--- src/rtl/tns_pkg.sv ---
// shared types and constants of the tone note sequencer
package tns_pkg;

	// default note table depth
	localparam int unsigned MAX_NOTES_DEF = 64;

	// field widths
	localparam int unsigned FUNC_W = 2;
	localparam int unsigned SLOT_W = 6;
	localparam int unsigned FREQ_W = 15;
	localparam int unsigned DUR_W  = 16;
	localparam int unsigned TICK_W = 13;
	localparam int unsigned DIVR_W = 16;
	localparam int unsigned POS_W  = 7;
	localparam int unsigned LEN_W  = 7;

	// timer input clock, the dividend of every tone divisor
	localparam int unsigned CLOCK_W = 21;
	localparam logic [CLOCK_W-1:0] CLOCK_HZ = 21'd1193180;

	// duration in ms to 10 ms ticks: (d * 52429) >> 19 is exact for 16-bit d
	localparam int unsigned RECIP_W = 17;
	localparam logic [RECIP_W-1:0] DIV10_MUL = 17'd52429;
	localparam int unsigned DIV10_SHIFT = 19;

	// item function codes
	typedef enum logic [FUNC_W-1:0] {
		FUNC_LOAD  = 2'd0,
		FUNC_START = 2'd1,
		FUNC_TICK  = 2'd2
	} func_t;

	// sequencer states
	typedef enum logic [2:0] {
		ST_IDLE,
		ST_READ,
		ST_DIV,
		ST_DONE
	} state_t;

endpackage

--- src/rtl/tns_note_mem.sv ---
// note table memory: frequency and duration per slot, one write and one registered read port
module tns_note_mem #(
	parameter int unsigned DEPTH  = tns_pkg::MAX_NOTES_DEF,
	parameter int unsigned AW     = 6,
	parameter int unsigned DATA_W = tns_pkg::FREQ_W + tns_pkg::DUR_W
) (
	input  logic              clk,
	input  logic              we,
	input  logic [AW-1:0]     waddr,
	input  logic [DATA_W-1:0] wdata,
	input  logic              re,
	input  logic [AW-1:0]     raddr,
	output logic [DATA_W-1:0] rdata
);

	logic [DATA_W-1:0] mem [DEPTH];
	logic [DATA_W-1:0] rdata_q;

	// write port
	always_ff @(posedge clk) begin
		if (we) begin
			mem[waddr] <= wdata;
		end
	end

	// read port, registered
	always_ff @(posedge clk) begin
		if (re) begin
			rdata_q <= mem[raddr];
		end
	end

	assign rdata = rdata_q;

endmodule

--- src/rtl/tns_div.sv ---
// bit-serial divider: timer clock divided by note frequency, one quotient bit a cycle
module tns_div (
	input  logic                        clk,
	input  logic                        arst_n,
	input  logic                        start,
	input  logic [tns_pkg::FREQ_W-1:0]  divisor,
	output logic                        done,
	output logic [tns_pkg::DIVR_W-1:0]  quotient
);

	localparam int unsigned CW = $clog2(tns_pkg::CLOCK_W);
	localparam logic [CW-1:0] LAST = CW'(tns_pkg::CLOCK_W - 1);

	logic                         run_q;
	logic                         done_q;
	logic [CW-1:0]                cnt_q;
	logic [tns_pkg::FREQ_W-1:0]   rem_q;
	logic [tns_pkg::FREQ_W-1:0]   dvs_q;
	logic [tns_pkg::CLOCK_W-1:0]  dq_q;

	logic [tns_pkg::FREQ_W:0]     trial;
	logic                         fits;
	logic [tns_pkg::FREQ_W:0]     diff;
	logic [tns_pkg::FREQ_W-1:0]   rem_nxt;

	// one restoring step: bring down the next dividend bit and try to subtract
	always_comb begin
		trial   = {rem_q, dq_q[tns_pkg::CLOCK_W-1]};
		fits    = (trial >= {1'b0, dvs_q});
		diff    = trial - {1'b0, dvs_q};
		rem_nxt = fits ? diff[tns_pkg::FREQ_W-1:0] : trial[tns_pkg::FREQ_W-1:0];
	end

	// control: run flag, step counter, done pulse
	always_ff @(posedge clk or negedge arst_n) begin
		if (!arst_n) begin
			run_q  <= 1'b0;
			done_q <= 1'b0;
			cnt_q  <= '0;
		end else begin
			done_q <= 1'b0;
			if (start) begin
				run_q <= 1'b1;
				cnt_q <= '0;
			end else if (run_q) begin
				cnt_q <= cnt_q + 1'b1;
				if (cnt_q == LAST) begin
					run_q  <= 1'b0;
					done_q <= 1'b1;
				end
			end
		end
	end

	// datapath: dividend bits shift out while quotient bits shift in
	always_ff @(posedge clk) begin
		if (start) begin
			rem_q <= '0;
			dvs_q <= divisor;
			dq_q  <= tns_pkg::CLOCK_HZ;
		end else if (run_q) begin
			rem_q <= rem_nxt;
			dq_q  <= {dq_q[tns_pkg::CLOCK_W-2:0], fits};
		end
	end

	assign done     = done_q;
	assign quotient = dq_q[tns_pkg::DIVR_W-1:0];

endmodule

--- src/rtl/tone_note_sequencer_unit.sv ---
// Tone note sequencer: melody player with a note table and a tone divisor unit.
// One item is worked on at a time. A load, a tick that does not start a new note,
// a start of an empty song and an unused code go from the transfer through ST_DONE
// to the output register; a start or advance onto a rest goes through ST_READ first,
// as the note table is a synchronous memory read once per new note; a start or
// advance onto a sounding note goes through ST_READ and ST_DIV, where the bit-serial
// divider forms 1193180 / frequency one quotient bit a cycle (21 steps). The next
// item can be taken once its result is presented; the result sits in an output
// register, so the next item is taken while it waits for a transfer. tune_length is
// to be written through its own port only while no item is in flight; the block
// itself does not enforce this. Values above MAX_NOTES act as MAX_NOTES. The note
// table is not cleared after reset: a song plays whatever its slots hold.
module tone_note_sequencer_unit #(
	parameter int unsigned MAX_NOTES = tns_pkg::MAX_NOTES_DEF
) (
	input  logic                        clk,
	input  logic                        arst_n,
	// item channel
	input  logic                        in_valid,
	output logic                        in_ready,
	input  logic [tns_pkg::FUNC_W-1:0]  func,
	input  logic [tns_pkg::SLOT_W-1:0]  entry_index,
	input  logic [tns_pkg::FREQ_W-1:0]  note_freq,
	input  logic [tns_pkg::DUR_W-1:0]   note_duration_ms,
	// result channel
	output logic                        out_valid,
	input  logic                        out_ready,
	output logic                        speaker_on,
	output logic [tns_pkg::DIVR_W-1:0]  pit_divisor,
	output logic                        divisor_loaded,
	output logic                        playing,
	output logic [tns_pkg::POS_W-1:0]   note_position,
	// configuration channel
	input  logic                        cfg_valid,
	output logic                        cfg_ready,
	input  logic [tns_pkg::LEN_W-1:0]   tune_length
);

	localparam int unsigned AW     = (MAX_NOTES > 1) ? $clog2(MAX_NOTES) : 1;
	localparam int unsigned DATA_W = tns_pkg::FREQ_W + tns_pkg::DUR_W;
	localparam int unsigned LEN_MAX = (1 << tns_pkg::LEN_W) - 1;
	localparam logic [tns_pkg::LEN_W-1:0] LEN_LIM =
		(MAX_NOTES > LEN_MAX) ? tns_pkg::LEN_W'(LEN_MAX) : tns_pkg::LEN_W'(MAX_NOTES);
	localparam int unsigned PROD_W = tns_pkg::DUR_W + tns_pkg::RECIP_W;

	tns_pkg::state_t state_q, state_d;

	logic [tns_pkg::LEN_W-1:0]  tune_length_q;
	logic [tns_pkg::POS_W-1:0]  current_note_q;
	logic [tns_pkg::TICK_W-1:0] ticks_left_q;
	logic                       active_q;
	logic                       gate_q;
	logic [tns_pkg::DIVR_W-1:0] tone_divisor_q;
	logic                       loaded_q;

	logic                       out_valid_q;
	logic                       speaker_on_q;
	logic [tns_pkg::DIVR_W-1:0] pit_divisor_q;
	logic                       divisor_loaded_q;
	logic                       playing_q;
	logic [tns_pkg::POS_W-1:0]  note_position_q;

	logic                       in_xfer;
	logic [tns_pkg::LEN_W-1:0]  eff_len;
	logic [tns_pkg::TICK_W-1:0] ticks_dec;
	logic [tns_pkg::POS_W-1:0]  next_note;
	logic                       slot_ok;

	logic                       mem_we;
	logic                       mem_re;
	logic [AW-1:0]              mem_raddr;
	logic [DATA_W-1:0]          mem_rdata;
	logic [tns_pkg::FREQ_W-1:0] rd_freq;
	logic [tns_pkg::DUR_W-1:0]  rd_dur;
	logic [PROD_W-1:0]          dur_prod;

	logic                       div_start;
	logic                       div_done;
	logic [tns_pkg::DIVR_W-1:0] div_quot;
	logic                       out_load;

	assign in_ready  = (state_q == tns_pkg::ST_IDLE);
	assign in_xfer   = in_valid & in_ready;
	assign cfg_ready = 1'b1;

	// song length clamped to the table depth
	assign eff_len   = (tune_length_q > LEN_LIM) ? LEN_LIM : tune_length_q;
	assign ticks_dec = ticks_left_q - ((ticks_left_q != '0) ? 1'b1 : 1'b0);
	assign next_note = current_note_q + 1'b1;
	assign slot_ok   = (32'(entry_index) < MAX_NOTES);

	// table read data split and duration converted to ticks
	assign rd_freq  = mem_rdata[DATA_W-1:tns_pkg::DUR_W];
	assign rd_dur   = mem_rdata[tns_pkg::DUR_W-1:0];
	assign dur_prod = PROD_W'(rd_dur) * PROD_W'(tns_pkg::DIV10_MUL);

	// state register
	always_ff @(posedge clk or negedge arst_n) begin
		if (!arst_n) begin
			state_q <= tns_pkg::ST_IDLE;
		end else begin
			state_q <= state_d;
		end
	end

	// next state and control strobes
	always_comb begin
		state_d   = state_q;
		mem_we    = 1'b0;
		mem_re    = 1'b0;
		mem_raddr = '0;
		div_start = 1'b0;
		out_load  = 1'b0;
		case (state_q)
			tns_pkg::ST_IDLE: begin
				if (in_xfer) begin
					state_d = tns_pkg::ST_DONE;
					case (func)
						tns_pkg::FUNC_LOAD: begin
							mem_we = slot_ok;
						end
						tns_pkg::FUNC_START: begin
							if (eff_len != '0) begin
								mem_re    = 1'b1;
								mem_raddr = '0;
								state_d   = tns_pkg::ST_READ;
							end
						end
						tns_pkg::FUNC_TICK: begin
							if (active_q && ticks_dec == '0 && next_note < eff_len) begin
								mem_re    = 1'b1;
								mem_raddr = AW'(next_note);
								state_d   = tns_pkg::ST_READ;
							end
						end
						default: begin
							state_d = tns_pkg::ST_DONE;
						end
					endcase
				end
			end
			tns_pkg::ST_READ: begin
				if (rd_freq != '0) begin
					div_start = 1'b1;
					state_d   = tns_pkg::ST_DIV;
				end else begin
					state_d = tns_pkg::ST_DONE;
				end
			end
			tns_pkg::ST_DIV: begin
				if (div_done) begin
					state_d = tns_pkg::ST_DONE;
				end
			end
			tns_pkg::ST_DONE: begin
				if (!out_valid_q || out_ready) begin
					out_load = 1'b1;
					state_d  = tns_pkg::ST_IDLE;
				end
			end
			default: begin
				state_d = tns_pkg::ST_IDLE;
			end
		endcase
	end

	// song length register
	always_ff @(posedge clk or negedge arst_n) begin
		if (!arst_n) begin
			tune_length_q <= '0;
		end else if (cfg_valid && cfg_ready) begin
			tune_length_q <= tune_length;
		end
	end

	// player state: position, tick count, play and gate flags, divisor
	always_ff @(posedge clk or negedge arst_n) begin
		if (!arst_n) begin
			current_note_q <= '0;
			ticks_left_q   <= '0;
			active_q       <= 1'b0;
			gate_q         <= 1'b0;
			tone_divisor_q <= '0;
			loaded_q       <= 1'b0;
		end else begin
			case (state_q)
				tns_pkg::ST_IDLE: begin
					if (in_xfer) begin
						loaded_q <= 1'b0;
						case (func)
							tns_pkg::FUNC_START: begin
								current_note_q <= '0;
								active_q       <= (eff_len != '0);
								if (eff_len == '0) begin
									gate_q <= 1'b0;
								end
							end
							tns_pkg::FUNC_TICK: begin
								if (active_q) begin
									ticks_left_q <= ticks_dec;
									if (ticks_dec == '0) begin
										current_note_q <= next_note;
										if (next_note >= eff_len) begin
											active_q <= 1'b0;
											gate_q   <= 1'b0;
										end
									end
								end
							end
							default: begin
								loaded_q <= 1'b0;
							end
						endcase
					end
				end
				tns_pkg::ST_READ: begin
					ticks_left_q <= dur_prod[tns_pkg::DIV10_SHIFT +: tns_pkg::TICK_W];
					if (rd_freq == '0) begin
						gate_q <= 1'b0;
					end
				end
				tns_pkg::ST_DIV: begin
					if (div_done) begin
						tone_divisor_q <= div_quot;
						gate_q         <= 1'b1;
						loaded_q       <= 1'b1;
					end
				end
				default: begin
					loaded_q <= loaded_q;
				end
			endcase
		end
	end

	// output register
	always_ff @(posedge clk or negedge arst_n) begin
		if (!arst_n) begin
			out_valid_q <= 1'b0;
		end else if (out_load) begin
			out_valid_q <= 1'b1;
		end else if (out_ready) begin
			out_valid_q <= 1'b0;
		end
	end

	always_ff @(posedge clk) begin
		if (out_load) begin
			speaker_on_q     <= gate_q;
			pit_divisor_q    <= tone_divisor_q;
			divisor_loaded_q <= loaded_q;
			playing_q        <= active_q;
			note_position_q  <= current_note_q;
		end
	end

	assign out_valid      = out_valid_q;
	assign speaker_on     = speaker_on_q;
	assign pit_divisor    = pit_divisor_q;
	assign divisor_loaded = divisor_loaded_q;
	assign playing        = playing_q;
	assign note_position  = note_position_q;

	// note table; only one item is in flight, so reads and writes never overlap
	tns_note_mem #(
		.DEPTH  (MAX_NOTES),
		.AW     (AW),
		.DATA_W (DATA_W)
	) u_mem (
		.clk   (clk),
		.we    (mem_we),
		.waddr (AW'(entry_index)),
		.wdata ({note_freq, note_duration_ms}),
		.re    (mem_re),
		.raddr (mem_raddr),
		.rdata (mem_rdata)
	);

	// tone divisor unit
	tns_div u_div (
		.clk      (clk),
		.arst_n   (arst_n),
		.start    (div_start),
		.divisor  (rd_freq),
		.done     (div_done),
		.quotient (div_quot)
	);

endmodule

--- config.mk ---
export PLATFORM = sky130hd
export DESIGN_NAME = tone_note_sequencer_unit
export DESIGN_NICKNAME = d
export VERILOG_FILES = /design/src/rtl/tns_pkg.sv /design/src/rtl/tns_note_mem.sv /design/src/rtl/tns_div.sv /design/src/rtl/tone_note_sequencer_unit.sv
export SDC_FILE = /design/constraint.sdc
export NUM_CORES = 2
export LEC_CHECK = 0
export BUFFER_PORTS_ARGS = -buffer_cell sky130_fd_sc_hd__buf_2
export CAP_MARGIN = 0
export CELL_PAD_IN_SITES_DETAIL_PLACEMENT = 1
export CELL_PAD_IN_SITES_GLOBAL_PLACEMENT = 1
export CORE_MARGIN = 10
export CORE_UTILIZATION = 40
export CTS_BUF_LIST = sky130_fd_sc_hd__clkbuf_8
export DETAILED_ROUTE_END_ITERATION = 10
export PLACE_DENSITY = 0.61
export SLEW_MARGIN = 20
export SYNTH_ARGS = -nofsm -noshare
export SYNTH_HDL_FRONTEND = slang
export SYNTH_SLANG_ARGS = --single-unit
--- constraint.sdc ---
create_clock -name clk -period 9.43 [get_ports clk]
set_input_delay 1.886 -clock clk [delete_from_list [all_inputs] [get_ports clk]]
set_output_delay 1.886 -clock clk [all_outputs]
set_load 0.05 [all_outputs]
Yosys cells after proc, flatten, opt, wreduce, memory -nomap -nowiden
Memories as Yosys holds them, arrays and structs flattened. A register that Yosys moved wholly into a read port is not among the register bits.
Index checks and enable logic that the tools add are counted.
Widths: inputs -> output; s select.
{ "totals": {"register_bits": 134, "wordCells": 136, "inputBits": 51, "ramBits": 1984, "out_inout_bits": 29, "memories": 1} }
{ "memory_table": {"columns": ["memory", "words", "word_bits", "read_ports", "rd_clocked_by_memory_dff", "wr", "line", "text"], "rows": [
  ["u_mem.mem", 64, 31, 1, 1, 1, "tns_note_mem.sv:16", "logic [DATA_W-1:0] mem [DEPTH];"]
]} }
{ "classes": {"mux": 61, "bitwise": 1, "n_mul": 1, "order_cmp": 4, "n_eq_ne": 19, "reduce_logical": 25, "addsub": 4} }
{ "ops": {"columns": ["op", "n"], "rows": [
  ["$mux 13", 3],
  ["$mux 1", 34],
  ["$mul 16x16->32 const B", 1],
  ["$pmux 13 s2", 1],
  ["$mux 6", 4],
  ["$mux 7", 3],
  ["$ge 16x15->1", 1],
  ["$logic_not 15->1", 1],
  ["$mux 15", 1],
  ["$reduce_bool 15->1", 1],
  ["$sub 15x15->15", 1],
  ["$pmux 7 s2", 1],
  ["$logic_not 13->1", 1],
  ["$reduce_bool 13->1", 1],
  ["$sub 13x1->13", 1],
  ["$ne 3x3->1 const B", 4],
  ["$pmux 3 s4", 1],
  ["$mux 5", 2],
  ["$reduce_bool 2->1", 5],
  ["$mux 3", 3],
  ["$reduce_and 3->1", 3],
  ["$reduce_and 9->1", 1],
  ["$ne 2x1->1 const B", 4],
  ["$ne 2x2->1 const B", 4],
  ["27 further kinds", 33]
]} }

Longest topological paths before layout
{ "depth": {"depth_word": 10, "mapped_depth": 23, "mapped_depth_nobuf": 23} }

Hierarchy
A second synthesis with hierarchy kept.
{ "unflattened": {"cells_unflattened": 4610, "area_unflattened_um2": 88428.6} }
{ "modules_own_cells": {"columns": ["module", "seq_area_each_um2", "area_each_um2", "instances", "cells_per_inst"], "rows": [
  ["tns_note_mem", 60508.0, 76616.0, 1, 3418],
  ["tone_note_sequencer_unit", 2006.9, 8536.9, 1, 853],
  ["tns_div", 1346.3, 3275.6, 1, 339]
]} }

Least setup slack after synthesis
OpenSTA, ideal clock, no wires.
{ "synth_timing": {"path_type": "reg-to-reg", "from": "register u_mem.rdata_q[3], in the netlist u_mem.rdata[3] (read register of u_mem.mem)", "to": "register ticks_left_q[12] in the netlist's numbering", "arrival_ns": 5.406, "synth_period_minus_slack_ns": 5.542, "setup_slack_ns": 3.888, "path_buffers": 0, "t_required_ns": 9.294, "path_stages_with_launch": 22, "setup_time_ns": 0.136, "path_cell_list": "edfxtp_1 ha_1 inv_1 fa_1 inv_1 fa_1 fa_1 inv_1 fa_1 fa_1 inv_1 ha_1 and4_1 nand2_1 and3b_1 nor3_1 a21o_1 o21ai_0 o41ai_1 o21ai_0 xnor2_1 o21ai_0"} }
{ "synth_via": {"elab_chain_cells": 2} }
{ "synth_lines": {"columns": ["element", "line", "text"], "rows": [
  ["from (decl)", "tns_note_mem.sv:17", "logic [DATA_W-1:0] rdata_q;"],
  ["$mul 16x16->32", "tone_note_sequencer_unit.sv:95", "assign dur_prod = PROD_W'(rd_dur) * PROD_W'(tns_pkg::DIV10_MUL);"],
  ["$pmux 13 s2", "tone_note_sequencer_unit.sv:186", "case (state_q)"],
  ["to (signal assigned)", "tone_note_sequencer_unit.sv:200", "ticks_left_q <= ticks_dec;"],
  ["to (signal assigned)", "tone_note_sequencer_unit.sv:217", "ticks_left_q <= dur_prod[tns_pkg::DIV10_SHIFT +: tns_pkg::TICK_W];"],
  ["to (decl)", "tone_note_sequencer_unit.sv:50", "logic [tns_pkg::TICK_W-1:0] ticks_left_q;"]
]} }
Every way passes these cells.
A chain may end at the register's enable or synchronous reset.

Final worst setup path
{ "layout_timing": {"from": "register current_note_q[0] in the netlist's numbering", "to": "register u_mem.rdata_q[20], in the netlist u_mem.rdata[20] (read register of u_mem.mem), data pin"} }
{ "layout_via": {"elab_chain_cells": 7, "elab_cells_between_ends": 11, "classes_between": "1 x add/sub; 1 x order compare; 8 x mux; 1 x reduce/logical"} }
{ "layout_lines": {"columns": ["element", "line", "text"], "rows": [
  ["from (decl)", "tone_note_sequencer_unit.sv:49", "logic [tns_pkg::POS_W-1:0] current_note_q;"],
  ["from (signal assigned)", "tone_note_sequencer_unit.sv:202", "current_note_q <= next_note;"],
  ["$add 7x1->7 *", "tone_note_sequencer_unit.sv:89", "assign next_note = current_note_q + 1'b1;"],
  ["$lt 7x7->1", "tone_note_sequencer_unit.sv:130", "if (active_q && ticks_dec == '0 && next_note < eff_len) begin"],
  ["$logic_and 1x1->1", "tone_note_sequencer_unit.sv:130", null],
  ["$mux 1 / $mux 6 (equally long branches)", "tone_note_sequencer_unit.sv:130", null],
  ["$pmux 1 s2 / $mux 6 (equally long branches)", null, null],
  ["$mux 1 / $mux 6 (equally long branches)", "tone_note_sequencer_unit.sv:116", "if (in_xfer) begin"],
  ["$mux 1 / $mux 6 (equally long branches)", "tone_note_sequencer_unit.sv:114", "case (state_q)"]
]} }
Every way passes the cells marked *; elsewhere a longest branch is shown, timed or not.

==> run summary <==
Seq/Total Area, Yosys -> 0.733
Initial DRT Pass Iterations -> 8
Tcrit/Tclk final -> 0.800
crit path max fanout -> 95
critical path arrival -> 8.31 ns
syn avg cell area -> 14.8 sq um
maximum clock insertion buffer count -> 4
last weighted congestion value of the routability-driven placer -> 0.819
Worst Tran Pin Value -> 1.13 ns
# DRC -> 0
Hold Vio Cnt, Final -> 0
first-pass GRT wire length -> 402000 microns
Root Buffer -> clkbuf_8
vias in the first global route -> 55.4k
Routed met1 length -> 120000 microns
Placed Cells -> 8669
vias per inst -> 5.81
Max Cap Violations -> 0
Tot GR Track Use -> 0.231
Core Region -> 0.217 sq mm
worst setup path class -> reg2reg
Final #Nets -> 6491
Worst Skew -> 0.105 ns
Post-synth EDFFs -> 2056
metal3 WL -> 25300 microns
Data required, critical path -> 10.19 ns
vias -> 54.2k
PortBufs -> 78
Leakage -> 34.8 nW
top_reg_cell synth -> edfxtp_1
Layout Cells excl Fill -> 9329
Inserted Clock Buffers -> 377
Die Ht -> 487 microns
initial antenna violation count -> 38
post-route ant nets -> 0
proportion of layout cells with a drive suffix above 1 -> 0.145
WL met2 -> 128000 microns
post-cts sizing count -> 0
worst hold-check path type -> reg2reg
Max Fclk -> 0.133 GHz
Async S/R FF share, synth -> 0.0261
Startpoint Class -> register
Ys Warns -> 0
pwr dens -> 211 mW/mm^2
worst-path cell chain -> ha_1 -> xnor2_2 -> inv_1 -> ha_1 -> o21ai_0 -> a21oi_1 -> or4_1 -> nor3_4 -> buf_12 -> nand3_4 -> buf_4 -> o221a_2 -> nand4_1 -> nand4bb_1 -> or4_1
Tmin final -> 7.54 ns
num rows -> 171
Final Setup Violations -> 0
Clock Latency Late Sink -> 1.10 ns
Yosys top cell area share -> 0.709
Worst VDD drop -> 0.000164 V
Post-Syn Instances -> 5879
CTS tree -> built
max-slew violation count -> 0
Overflow after GRT -> 0
Clk pin slew, worst setup/hold paths -> 0.06 ns
Yosys cell types -> 81
postcts setup bufs -> 0
I/O pins -> 80
Routed WL -> 281000 microns
WL per Instance -> 30.2 microns
DPL Wire Length -> 158000 microns
Seq cells post-synth -> 2148
Worst path slowest cell -> or4_1
Max-slew headroom -> 0.225
Synth Net Count -> 6176
largest net degree at the start of global routing -> 103
Setup TNS -> 0 ns
pre-CTS setup slack -> 2.02 ns
Initial Util -> 0.402
hold buffers post-CTS -> 0
crit path setup slack, layout -> 1.89 ns
max incr delay on CP -> 0.73 ns
Area contributors post-synth -> edfxtp_1 (71%), nand2_1 (4.8%), o221ai_1 (2.4%), ha_1 (2.4%), mux2i_1 (2.2%)
Post-Syn Area -> 0.0871 sq mm
Synth area leader -> edfxtp_1
H-tree depth reported by CTS -> 5
Worst Setup End Kind -> register
DIE AREA -> 0.237 sq mm
area growth from synthesis to layout -> 13.1%
status -> complete, no violations
CTS Sinks -> 2148
highest routed layer -> met5
Die Wd -> 487 microns
RSZ-0062 raised after global routing -> false
1st-iter DRT viols -> 6601
==> Yosys cell counts (all sizes together) (31+ instances only) <==
library cell and count:
nand4 46, a32oi 60, o221a 31, edfxtp 2056
or4 34, nor3 57, o221ai 243, mux2i 188
nand2 1120, clkbuf 220, a21oi 52, mux2 86
o21ai 86, fa 82, dfrtp 56, inv 194
o22ai 126, buf 100, nor2 292, nand3 227
ha 164, o211ai 42, dfxtp 36
==> critical path: cells and delay by family, from the launching register on <==
family | cells | cell delay [ns]
flops | 1 | 0.55
xor+xnor | 1 | 0.62
simple gates | 6 | 3.31
buf+inv | 3 | 1.33
fa+ha+maj | 2 | 0.77
compound gates | 3 | 0.53
==> cell type report <==
cell class	count	area, sq um
antenna	13	32.5
clock buffer	388	5340
clock inverter	259	1260
fill	21600	118000
inverter	195	732
multi-input combinational	3216	21800
sequential	2148	63900
tap	2854	3570
timing repair buffer	256	1890
==> placed cells by master (no fill, tap or decap), types with 162 or more instances in the layout <==
cell type     n
buf_4       162
nor2_1      220
ha_1        164
nand2_1    1117
edfxtp_1   2056
clkbuf_8    388
nand3_1     220
inv_1       320
o221ai_1    242
mux2i_1     188
==> final timing paths <==
path | from | endpoint | slack, ns | cells past startpoint
hold reg to reg | tone_divisor_q[12] | pit_divisor[12] | 0.44 | 0
setup / recovery | current_note_q[0] | u_mem.rdata[20] | 1.89 | 15
setup reg to reg | current_note_q[0] | u_mem.rdata[20] | 1.89 | 15
max in group asynchronous | arst_n | u_div.run_q | 7.82 | 2
min in group asynchronous | arst_n | tone_divisor_q[6] | 1.03 | 2
hold / removal | tone_divisor_q[12] | pit_divisor[12] | 0.44 | 0
==> cells by family after synthesis <==
logic type | after synthesis | synth area share
flops | 2148 | 0.733
simple gates | 1872 | 0.0935
compound gates | 783 | 0.0700
buf+inv | 515 | 0.0241
mux | 274 | 0.0327
fa+ha+maj | 246 | 0.0424
xor+xnor | 40 | 0.00411
other cells | 1 | 0.0000430
==> flip-flops by register name, indices dropped and copies added (netlist names), 2 cells and up <==
signal and flops:
u_mem.mem 1984, u_mem.rdata 31, u_div.dq_q 21, pit_divisor 16
tone_divisor_q 16, u_div.dvs_q 15, u_div.rem_q 15, ticks_left_q 13
current_note_q 7, note_position 7, tune_length_q 7, u_div.cnt_q 5
state_q 2
==> stage by stage <==
stage               cell area, sq um  total power [mW]   util  hold WS, ns
floorplan                      87100              12.4      -        0.419
global placement               91800              13.1  0.423        0.430
detailed placement             91900              13.2  0.424        0.429
CTS                            98500              21.0  0.454        0.449
global route                   98500              21.6  0.454        0.457
finish                         98500              20.8  0.454        0.445
==> where the power goes <==
group          total (mW)  switching [mW]  internal (mW)
logic                2.11            1.37          0.740
registers            10.9           0.190           10.7
clock network        7.79            3.79           4.00
==> routing by layer <==
metal | vias up | global-route usage
met5 | - | 0
met4 | 2 | 0.0680
met3 | 437 | 0.0456
met2 | 2420 | 0.359
met1 | 28200 | 0.330
li1 | 23100 | -
(Power assumes the default switching activity.)
